### src/rtl/apdc_pkg.sv
// ----------------------------------------------------------------------------
// apdc_pkg
// Shared types, constants and the CRC-8 byte update for the addressed packet
// deframer.
// ----------------------------------------------------------------------------
package apdc_pkg;

    // Register indexes on the configuration port
    localparam int CFG_IDX_W = 1;
    localparam logic [CFG_IDX_W-1:0] CFG_NODE_ADDRESS = 1'b0;
    localparam logic [CFG_IDX_W-1:0] CFG_REPLY_VALUE  = 1'b1;

    localparam int ADDR_W  = 7;
    localparam int VALUE_W = 20;
    localparam int CMD_W   = 12;

    localparam logic [7:0] ADDR_MARK  = 8'h80;
    localparam logic [7:0] CHAR_MASK  = 8'h7F;
    localparam logic [7:0] FIELD_MASK = 8'h3F;
    localparam logic [7:0] CRC_POLY   = 8'h18;
    localparam logic [7:0] CRC_TOP    = 8'h80;

    // Packet lengths in bytes, address byte included
    localparam logic [2:0] LEN_WRITE = 3'd6;
    localparam logic [2:0] LEN_READ  = 3'd4;

    // Positions of interest inside a packet
    localparam logic [2:0] POS_IDLE   = 3'd0;
    localparam logic [2:0] POS_CMD    = 3'd1;
    localparam logic [2:0] POS_RD_CRC = 3'd2;
    localparam logic [2:0] POS_WR_CRC = 3'd4;

    // Reply beat numbers within a read answer
    localparam logic [2:0] BEAT_REQ  = 3'd0;
    localparam logic [2:0] BEAT_R0   = 3'd1;
    localparam logic [2:0] BEAT_R1   = 3'd2;
    localparam logic [2:0] BEAT_R2   = 3'd3;
    localparam logic [2:0] BEAT_R3   = 3'd4;

    typedef enum logic [1:0] {
        EV_CRC_ERROR  = 2'd0,
        EV_READ_REQ   = 2'd1,
        EV_WRITE_REQ  = 2'd2,
        EV_REPLY_BYTE = 2'd3
    } event_kind_t;

    typedef struct packed {
        event_kind_t          kind;
        logic [CMD_W-1:0]     cmd;
        logic [VALUE_W-1:0]   data;
        logic [VALUE_W-1:0]   reply;
    } apdc_event_t;

    // One byte of the reflected CRC-8, least significant bit first
    function automatic logic [7:0] crc8_byte(input logic [7:0] data,
                                             input logic [7:0] crc_in);
        logic [7:0] crc;
        crc = crc_in;
        for (int b = 0; b < 8; b++)
        begin
            if ((crc[0] ^ data[b]) == 1'b1)
            begin
                crc = ((crc ^ CRC_POLY) >> 1) | CRC_TOP;
            end
            else
            begin
                crc = crc >> 1;
            end
        end
        return crc;
    endfunction

endpackage

### src/rtl/addressed_packet_deframer_crc8.sv
// ----------------------------------------------------------------------------
// addressed_packet_deframer_crc8
// Top level: takes received serial bytes, frames addressed read and write
// packets, checks their CRC-8 and issues requests, replies and errors.
// ----------------------------------------------------------------------------
// The block accepts one received byte per beat and handles each one on
// arrival: the packet position, the stored packet bytes and a running
// CRC-8 (1-Wire form) advance as the byte is taken. A packet opens with the
// byte node_address | 0x80; bit 6 of the following byte selects a 6-byte
// write or a 4-byte read. The final byte carries CRC bits 6..0, bit 7 rides
// in bit 6 of the byte before it. When the final byte arrives the check is
// resolved and one event is placed in a pending slot: a write request, a
// read request or a CRC error. A sequencer then issues the event as result
// beats: one beat for a write or an error, five for a read (the request and
// four framed reply bytes built from reply_value). The event moves from the
// pending slot into the sequencer at the next edge when the sequencer is
// free; its first result beat is then offered from the sequencer register.
// Bytes are accepted every cycle while the pending slot is empty; input
// stalls, for every byte, while the slot is occupied, which is at most
// until the sequencer drains its current event. Configuration writes take
// effect at the next edge; write only between packets or while no results
// are owed.
// ----------------------------------------------------------------------------
module addressed_packet_deframer_crc8 (
    input  logic                            clk,
    input  logic                            rst_n,
    // configuration
    input  logic                            cfg_write_en,
    input  logic [apdc_pkg::CFG_IDX_W-1:0]  cfg_index,
    input  logic [apdc_pkg::VALUE_W-1:0]    cfg_data,
    // received bytes
    input  logic                            in_valid,
    output logic                            in_stall,
    input  logic [7:0]                      rx_byte,
    // results
    output logic                            out_valid,
    input  logic                            out_stall,
    output logic [1:0]                      event_kind,
    output logic [11:0]                     command_code,
    output logic [19:0]                     write_data,
    output logic [7:0]                      reply_byte,
    output logic                            last
);
    import apdc_pkg::*;

    logic [ADDR_W-1:0]  node_address_reg;
    logic [VALUE_W-1:0] reply_value_reg;

    logic [2:0] pos_reg, pos_next;
    logic [2:0] exp_reg, exp_next;
    logic [7:0] crc_reg, crc_next;
    logic [7:0] pkt_reg [1:4];

    logic        in_acc;
    logic        p_full;
    logic        addr_hit;
    logic [2:0]  exp_eff;
    logic [2:0]  pos_inc;
    logic        is_write;
    logic        carrier;
    logic        done;
    logic [7:0]  body_byte;
    logic [7:0]  want;
    logic        ev_valid;
    apdc_event_t ev;

    assign in_stall = p_full;
    assign in_acc   = in_valid && !in_stall;

    // Configuration registers
    always_ff @(posedge clk or negedge rst_n)
    begin
        if (!rst_n)
        begin
            node_address_reg <= 7'd7;
            reply_value_reg  <= '0;
        end
        else if (cfg_write_en)
        begin
            case (cfg_index)
                CFG_NODE_ADDRESS: node_address_reg <= cfg_data[ADDR_W-1:0];
                CFG_REPLY_VALUE:  reply_value_reg  <= cfg_data;
                default:          node_address_reg <= node_address_reg;
            endcase
        end
    end

    // Packet framing and running CRC
    assign addr_hit = (rx_byte == (ADDR_MARK | {1'b0, node_address_reg}));
    assign exp_eff  = (pos_reg == POS_CMD) ? (rx_byte[6] ? LEN_WRITE : LEN_READ) : exp_reg;
    assign is_write = (exp_eff == LEN_WRITE);
    assign pos_inc  = pos_reg + 3'd1;
    assign done     = (pos_reg != POS_IDLE) && (pos_inc >= exp_eff);
    // clear the top two bits of the byte that carries CRC bit 7
    assign carrier  = (is_write && pos_reg == POS_WR_CRC) ||
                      (!is_write && pos_reg == POS_RD_CRC);
    assign body_byte = carrier ? (rx_byte & FIELD_MASK) : rx_byte;
    assign want = {(is_write ? pkt_reg[4][6] : pkt_reg[2][6]), rx_byte[6:0]};

    always_comb
    begin
        pos_next = pos_reg;
        exp_next = exp_reg;
        crc_next = crc_reg;
        if (in_acc)
        begin
            if (pos_reg == POS_IDLE)
            begin
                if (addr_hit)
                begin
                    pos_next = POS_CMD;
                    crc_next = crc8_byte(rx_byte, 8'h00);
                end
            end
            else
            begin
                exp_next = exp_eff;
                crc_next = crc8_byte(body_byte, crc_reg);
                pos_next = done ? POS_IDLE : pos_inc;
            end
        end
    end

    always_ff @(posedge clk or negedge rst_n)
    begin
        if (!rst_n)
        begin
            pos_reg <= POS_IDLE;
            exp_reg <= 3'd0;
        end
        else
        begin
            pos_reg <= pos_next;
            exp_reg <= exp_next;
        end
    end

    always_ff @(posedge clk)
    begin
        crc_reg <= crc_next;
        for (int i = 1; i <= 4; i++)
        begin
            if (in_acc && pos_reg == i[2:0])
            begin
                pkt_reg[i] <= rx_byte;
            end
        end
    end

    // Event built from the closing byte
    assign ev_valid = in_acc && done;

    always_comb
    begin
        ev.reply = reply_value_reg;
        ev.cmd   = '0;
        ev.data  = '0;
        if (crc_reg != want)
        begin
            ev.kind = EV_CRC_ERROR;
        end
        else if (is_write)
        begin
            ev.kind = EV_WRITE_REQ;
            ev.cmd  = {6'd0, pkt_reg[1][5:0]};
            ev.data = {pkt_reg[4][5:0], pkt_reg[3][6:0], pkt_reg[2][6:0]};
        end
        else
        begin
            ev.kind = EV_READ_REQ;
            ev.cmd  = {pkt_reg[2][5:0], pkt_reg[1][5:0]};
        end
    end

    apdc_emit u_emit (
        .clk          (clk),
        .rst_n        (rst_n),
        .ev_valid     (ev_valid),
        .ev           (ev),
        .p_full       (p_full),
        .out_valid    (out_valid),
        .out_stall    (out_stall),
        .event_kind   (event_kind),
        .command_code (command_code),
        .write_data   (write_data),
        .reply_byte   (reply_byte),
        .last         (last)
    );

    a_pos_range: assert property (@(posedge clk) disable iff (!rst_n)
        pos_reg < LEN_WRITE)
        else $error("packet position beyond longest packet");

    a_idle_after_close: assert property (@(posedge clk) disable iff (!rst_n)
        ev_valid |=> pos_reg == POS_IDLE)
        else $error("position not cleared after packet close");

    a_open_on_address: assert property (@(posedge clk) disable iff (!rst_n)
        (in_acc && pos_reg == POS_IDLE && !addr_hit) |=> pos_reg == POS_IDLE)
        else $error("packet opened without address byte");

endmodule

### src/rtl/apdc_emit.sv
// ----------------------------------------------------------------------------
// apdc_emit
// Event slot and output sequencer: holds one pending event and streams the
// result beats, including the framed four-byte reply of a read.
// ----------------------------------------------------------------------------
module apdc_emit (
    input  logic                 clk,
    input  logic                 rst_n,
    input  logic                 ev_valid,
    input  apdc_pkg::apdc_event_t ev,
    output logic                 p_full,
    output logic                 out_valid,
    input  logic                 out_stall,
    output logic [1:0]           event_kind,
    output logic [11:0]          command_code,
    output logic [19:0]          write_data,
    output logic [7:0]           reply_byte,
    output logic                 last
);
    import apdc_pkg::*;

    logic        p_valid_reg, p_valid_next;
    apdc_event_t p_ev_reg;
    logic        s_valid_reg, s_valid_next;
    apdc_event_t s_ev_reg;
    logic [2:0]  s_beat_reg, s_beat_next;
    logic [7:0]  s_crc_reg, s_crc_next;

    logic       s_last;
    logic       s_free;
    logic       s_load;
    logic       beat_done;
    logic [7:0] r0, r1, r2, p_r0;

    assign r0   = {1'b0, s_ev_reg.reply[6:0]};
    assign r1   = {1'b0, s_ev_reg.reply[13:7]};
    assign r2   = {2'b00, s_ev_reg.reply[19:14]};
    assign p_r0 = {1'b0, p_ev_reg.reply[6:0]};

    assign s_last    = (s_ev_reg.kind != EV_READ_REQ) || (s_beat_reg == BEAT_R3);
    assign beat_done = s_valid_reg && !out_stall;
    assign s_free    = !s_valid_reg || (beat_done && s_last);
    assign s_load    = p_valid_reg && s_free;
    assign p_full    = p_valid_reg;

    always_comb
    begin
        p_valid_next = p_valid_reg;
        if (s_load)
        begin
            p_valid_next = 1'b0;
        end
        if (ev_valid)
        begin
            p_valid_next = 1'b1;
        end
    end

    always_comb
    begin
        s_valid_next = s_valid_reg;
        s_beat_next  = s_beat_reg;
        s_crc_next   = s_crc_reg;
        if (s_load)
        begin
            s_valid_next = 1'b1;
            s_beat_next  = BEAT_REQ;
            s_crc_next   = crc8_byte(p_r0, 8'h00);
        end
        else if (beat_done)
        begin
            if (s_last)
            begin
                s_valid_next = 1'b0;
            end
            else
            begin
                s_beat_next = s_beat_reg + 3'd1;
                // fold reply bytes r1 and r2 into the CRC ahead of their own beats
                case (s_beat_reg)
                    BEAT_REQ: s_crc_next = crc8_byte(r1, s_crc_reg);
                    BEAT_R0:  s_crc_next = crc8_byte(r2, s_crc_reg);
                    default:  s_crc_next = s_crc_reg;
                endcase
            end
        end
    end

    always_ff @(posedge clk or negedge rst_n)
    begin
        if (!rst_n)
        begin
            p_valid_reg <= 1'b0;
            s_valid_reg <= 1'b0;
            s_beat_reg  <= BEAT_REQ;
        end
        else
        begin
            p_valid_reg <= p_valid_next;
            s_valid_reg <= s_valid_next;
            s_beat_reg  <= s_beat_next;
        end
    end

    always_ff @(posedge clk)
    begin
        s_crc_reg <= s_crc_next;
        if (ev_valid)
        begin
            p_ev_reg <= ev;
        end
        if (s_load)
        begin
            s_ev_reg <= p_ev_reg;
        end
    end

    // Output beat
    assign out_valid = s_valid_reg;
    assign last      = s_last;

    always_comb
    begin
        if (s_beat_reg == BEAT_REQ)
        begin
            event_kind   = s_ev_reg.kind;
            command_code = s_ev_reg.cmd;
            write_data   = s_ev_reg.data;
        end
        else
        begin
            event_kind   = EV_REPLY_BYTE;
            command_code = '0;
            write_data   = '0;
        end
        case (s_beat_reg)
            BEAT_R0: reply_byte = r0;
            BEAT_R1: reply_byte = r1;
            BEAT_R2: reply_byte = {1'b0, s_crc_reg[7], r2[5:0]};
            BEAT_R3: reply_byte = {1'b0, s_crc_reg[6:0]};
            default: reply_byte = 8'h00;
        endcase
    end

    a_no_overwrite: assert property (@(posedge clk) disable iff (!rst_n)
        ev_valid |-> !p_valid_reg)
        else $error("event arrived while pending slot full");

    a_beats_read_only: assert property (@(posedge clk) disable iff (!rst_n)
        (s_valid_reg && s_beat_reg != BEAT_REQ) |-> s_ev_reg.kind == EV_READ_REQ)
        else $error("reply beat outside a read answer");

    a_beat_range: assert property (@(posedge clk) disable iff (!rst_n)
        s_valid_reg |-> (s_beat_reg <= BEAT_R3))
        else $error("beat counter out of range");

    a_reply_follows: assert property (@(posedge clk) disable iff (!rst_n)
        (out_valid && !out_stall && !last) |=> (out_valid && event_kind == EV_REPLY_BYTE))
        else $error("reply beat missing after non-final beat");

endmodule
### config.mk
export PLATFORM = sky130hd
export DESIGN_NAME = addressed_packet_deframer_crc8
export DESIGN_NICKNAME = d
export VERILOG_FILES = /design/src/rtl/apdc_pkg.sv /design/src/rtl/addressed_packet_deframer_crc8.sv /design/src/rtl/apdc_emit.sv
export SDC_FILE = /design/constraint.sdc
export NUM_CORES = 1
export LEC_CHECK = 0
export BUFFER_PORTS_ARGS = -buffer_cell sky130_fd_sc_hd__buf_2
export CAP_MARGIN = 20
export CORE_ASPECT_RATIO = 1.4
export CORE_MARGIN = 2
export CORE_UTILIZATION = 45
export CTS_BUF_LIST = sky130_fd_sc_hd__clkbuf_2
export DETAILED_ROUTE_END_ITERATION = 6
export PLACE_DENSITY_LB_ADDON = 0.12
export SETUP_SLACK_MARGIN = 0.5
export SKIP_LAST_GASP = 1
export SYNTH_ARGS = -nofsm -noshare
export SYNTH_HDL_FRONTEND = slang
export SYNTH_SLANG_ARGS = --single-unit
### constraint.sdc
create_clock -name clk -period 3.9 [get_ports clk]
set_input_delay 0.39 -clock clk [delete_from_list [all_inputs] [get_ports clk]]
set_output_delay 0.39 -clock clk [all_outputs]
set_load 0.03 [all_outputs]
==> impl_metrics.ini <==
[status]
status = complete, no violations

[sta]
skew_ns = 0.04400
setup_viol = 0
finalMaxSlewViolations = 0
finalHoldViolations = 0
fmax_mhz = 319.8
fin_crit_sh = 0.8018
rsz0062_at_grt = no
period_minus_slack_ns = 3.127
tns_ns = 0
relSlewSlack = 0.3582
tightest_slew_ns = 0.9563

[pwr]
power.share.switching = 0.3860
power_switching_mw = 2.842
total_power_mw = 7.362
p_per_area_nw_per_um2 = 786.2
power_frac_comb = 0.458
p_int_mw = 4.520
pwr-share-seq = 0.431
power.leakage_nw = 3.608
clockPowerShare = 0.111
max-vdd-ir-drop_mv = 0.2670

[finish]
regArea_um2 = 5489
multiInputGateArea_um2 = 2620
largest_reg_flops = 54
fillCellCount = 1558
final_util = 0.5203
nets = 694
areaGrowthSynthToFinish_pct = 13.58
layout-drive-gt1-share = 0.2508

[die]
core_area_um2 = 18000
die_area_um2 = 19430
rows = 58
fp.dieW_um = 118.4
ios = 79
die_h_um = 164.2
initial_core_util = 0.4581

[placed_design]
place.gp.congestion = 0.8520
portBuffers = 77
dp_hpwl_mm = 10.67

[yosys]
synthArstFlopShare = 0.2011
syn_inst = 540
synth_edf_count = 151
synthTopCellsByCount = edfxtp_1 (151), xnor2_1 (60), and2_1 (40)
synth_top_cell_area_share = 0.5500
netlist_area_um2 = 8244
synthFlopType = edfxtp_1
yosysWarningCount = 0
synth.most_common_cell = edfxtp_1
synth.avg_cell_area_um2 = 15.27
synth_area_leaders = edfxtp_1 (55%), dfrtp_1 (11%), xnor2_1 (6.4%)
synth.net_count = 585
synth.distinct_cells = 52
ys_ff_latch = 189
ys_seq_area_frac = 0.6658
synth_area_leader_cell = edfxtp_1

[routing]
drc = 0
finalWirelength_mm = 14.91
wl_per_cell_um = 16.52
drt-vias-per-instance = 4.845
via_count = 4375
initialDrtViolationCount = 241
final_antenna_net_count = 0
drt_first_pass_iters = 4

[worst_setup_path]
crit_type = flip-flop to flip-flop
crit_path_start_kind = flip-flop
critPathCapture = u_emit.s_ev_reg[23]
reg2reg_slack_ns = 0.77
required_ns = 4.33
cp-end-kind = flip-flop
r2r_end = u_emit.s_ev_reg[23]
worstReg2RegStart = u_emit.s_beat_reg[0]
worstRegToRegCells = 7
arrival_ns = 3.56
path_max_fanout = 34
critical_path.startpoint = u_emit.s_beat_reg[0]

[hold_path]
hold_path_depth = 3
min-delay-path-class = input pin to flip-flop

[global_routing]
grt_start_max_net_pins = 39
grt_pass1_wl_mm = 24.18
grt_pass1_vias = 4459
grt_usage = 0.1631
gr-total-overflow = 0
antenna_found_initial = 1

[cts]
cts.path.max_buffers = 2
cts_sinks = 189
root_buffer = clkbuf_2
path_clk_slew_ns = 0.23
cts.htree.levels = 4
cts_tree = yes
clkLatencyLatePin_ns = 0.73
cts_inserted_buffers = 17

[flow_run]
drv_cap = 0
[cells in the final DEF, fill, tap and decap left out, types with 3 or more instances in the layout]
cell type	synthesis	layout
nand2_1	18	18
buf_2	2	77
mux2i_1	9	9
dfstp_2	3	3
xnor2_1	60	60
dfrtp_1	35	35
xor2_1	22	22
edfxtp_1	151	151
dlygate4sd3_1	0	29
a211oi_1	4	4
nor2_1	13	12
clkbuf_2	0	20
nand2b_1	3	3
and3_1	20	20
a22oi_1	6	6
inv_1	10	10
and2_1	40	40
and3_2	10	10
a32oi_1	7	7
nand4_1	3	3
nand3_1	3	3
a21oi_1	7	7
clkinv_4	0	4
xnor3_1	8	8
mux2_2	28	28
o21ai_0	17	16
ha_1	11	11
nor2b_1	6	5
buf_4	1	3
[area by class of cell]
cell class	count	area share
repair buffers	110	0.07670
multi-input cells	320	0.2798
flip-flops and latches	189	0.5862
clock inverters	12	0.009754
well taps	240	0.03207
diodes	1	0.0002672
inverters	11	0.004543
clock buffers	20	0.01069
[what timing repair did]
item	CTS	global route
endpoints found under the hold margin	91	0
setup endpoints to repair	0	1
hold buffers	29	0
gates resized for setup	0	1
setup buffers	0	0
[power groups by stage]
stage,Clock (mW),Sequential (mW),Combinational (mW)
after floorplan,0,3.14,2.66
after global placement,0,3.22,3.32
after detailed placement,0,3.23,3.36
after CTS,0.866,3.18,3.41
after global routing,0.933,3.23,3.72
final,0.818,3.17,3.37
[per-layer routing]
layer  GRT usage  part of all wire
met1      0.2168              0.46
met4     0.05628             0.013
met2      0.2669              0.50
met3     0.03576             0.035
met5           0                 0
[worst min path at each step]
stage                        startpoint                  end  slack [ns]
floorplan                         rst_n           exp_reg[0]        0.09
global placement    u_emit.p_ev_reg[18]         u_emit.r2[4]        0.40
detailed placement  u_emit.p_ev_reg[12]         u_emit.r1[5]        0.40
CTS                           cfg_index  node_address_reg[1]        0.08
global route                  cfg_index  node_address_reg[4]        0.07
finish                        cfg_index  node_address_reg[4]        0.17
[per-stage QoR]
step                std cells  area [um^2]  hold slack (ns)  setup WS, ns
floorplan                 540         8248          0.09441        0.7079
global placement          841         8877           0.4029        0.9457
detailed placement        841         8877           0.4045        0.7962
CTS                       902         9359          0.07659        0.5669
global route              903         9364          0.07324        0.5223
finish                    903         9364           0.1743        0.7728
[worst max-delay path, stage by stage, from the launching register on]
cell,delay (ns)
dfrtp_1,0.43
inv_1,0.10
ha_1,0.32
a211oi_1,0.40
o21a_1,0.19
nand2b_1,0.42
clkinv_2,0.53
buf_4,0.44
[cells by family after synthesis]
kind of cell | share of synthesized area
simple gates | 0.09121
mux | 0.05266
flops | 0.6658
buf+inv | 0.01761
other cells | 0.0004549
compound gates | 0.03779
xor+xnor | 0.1178
fa+ha+maj | 0.01669
No activity file was read; power rests on OpenSTA's default activity.
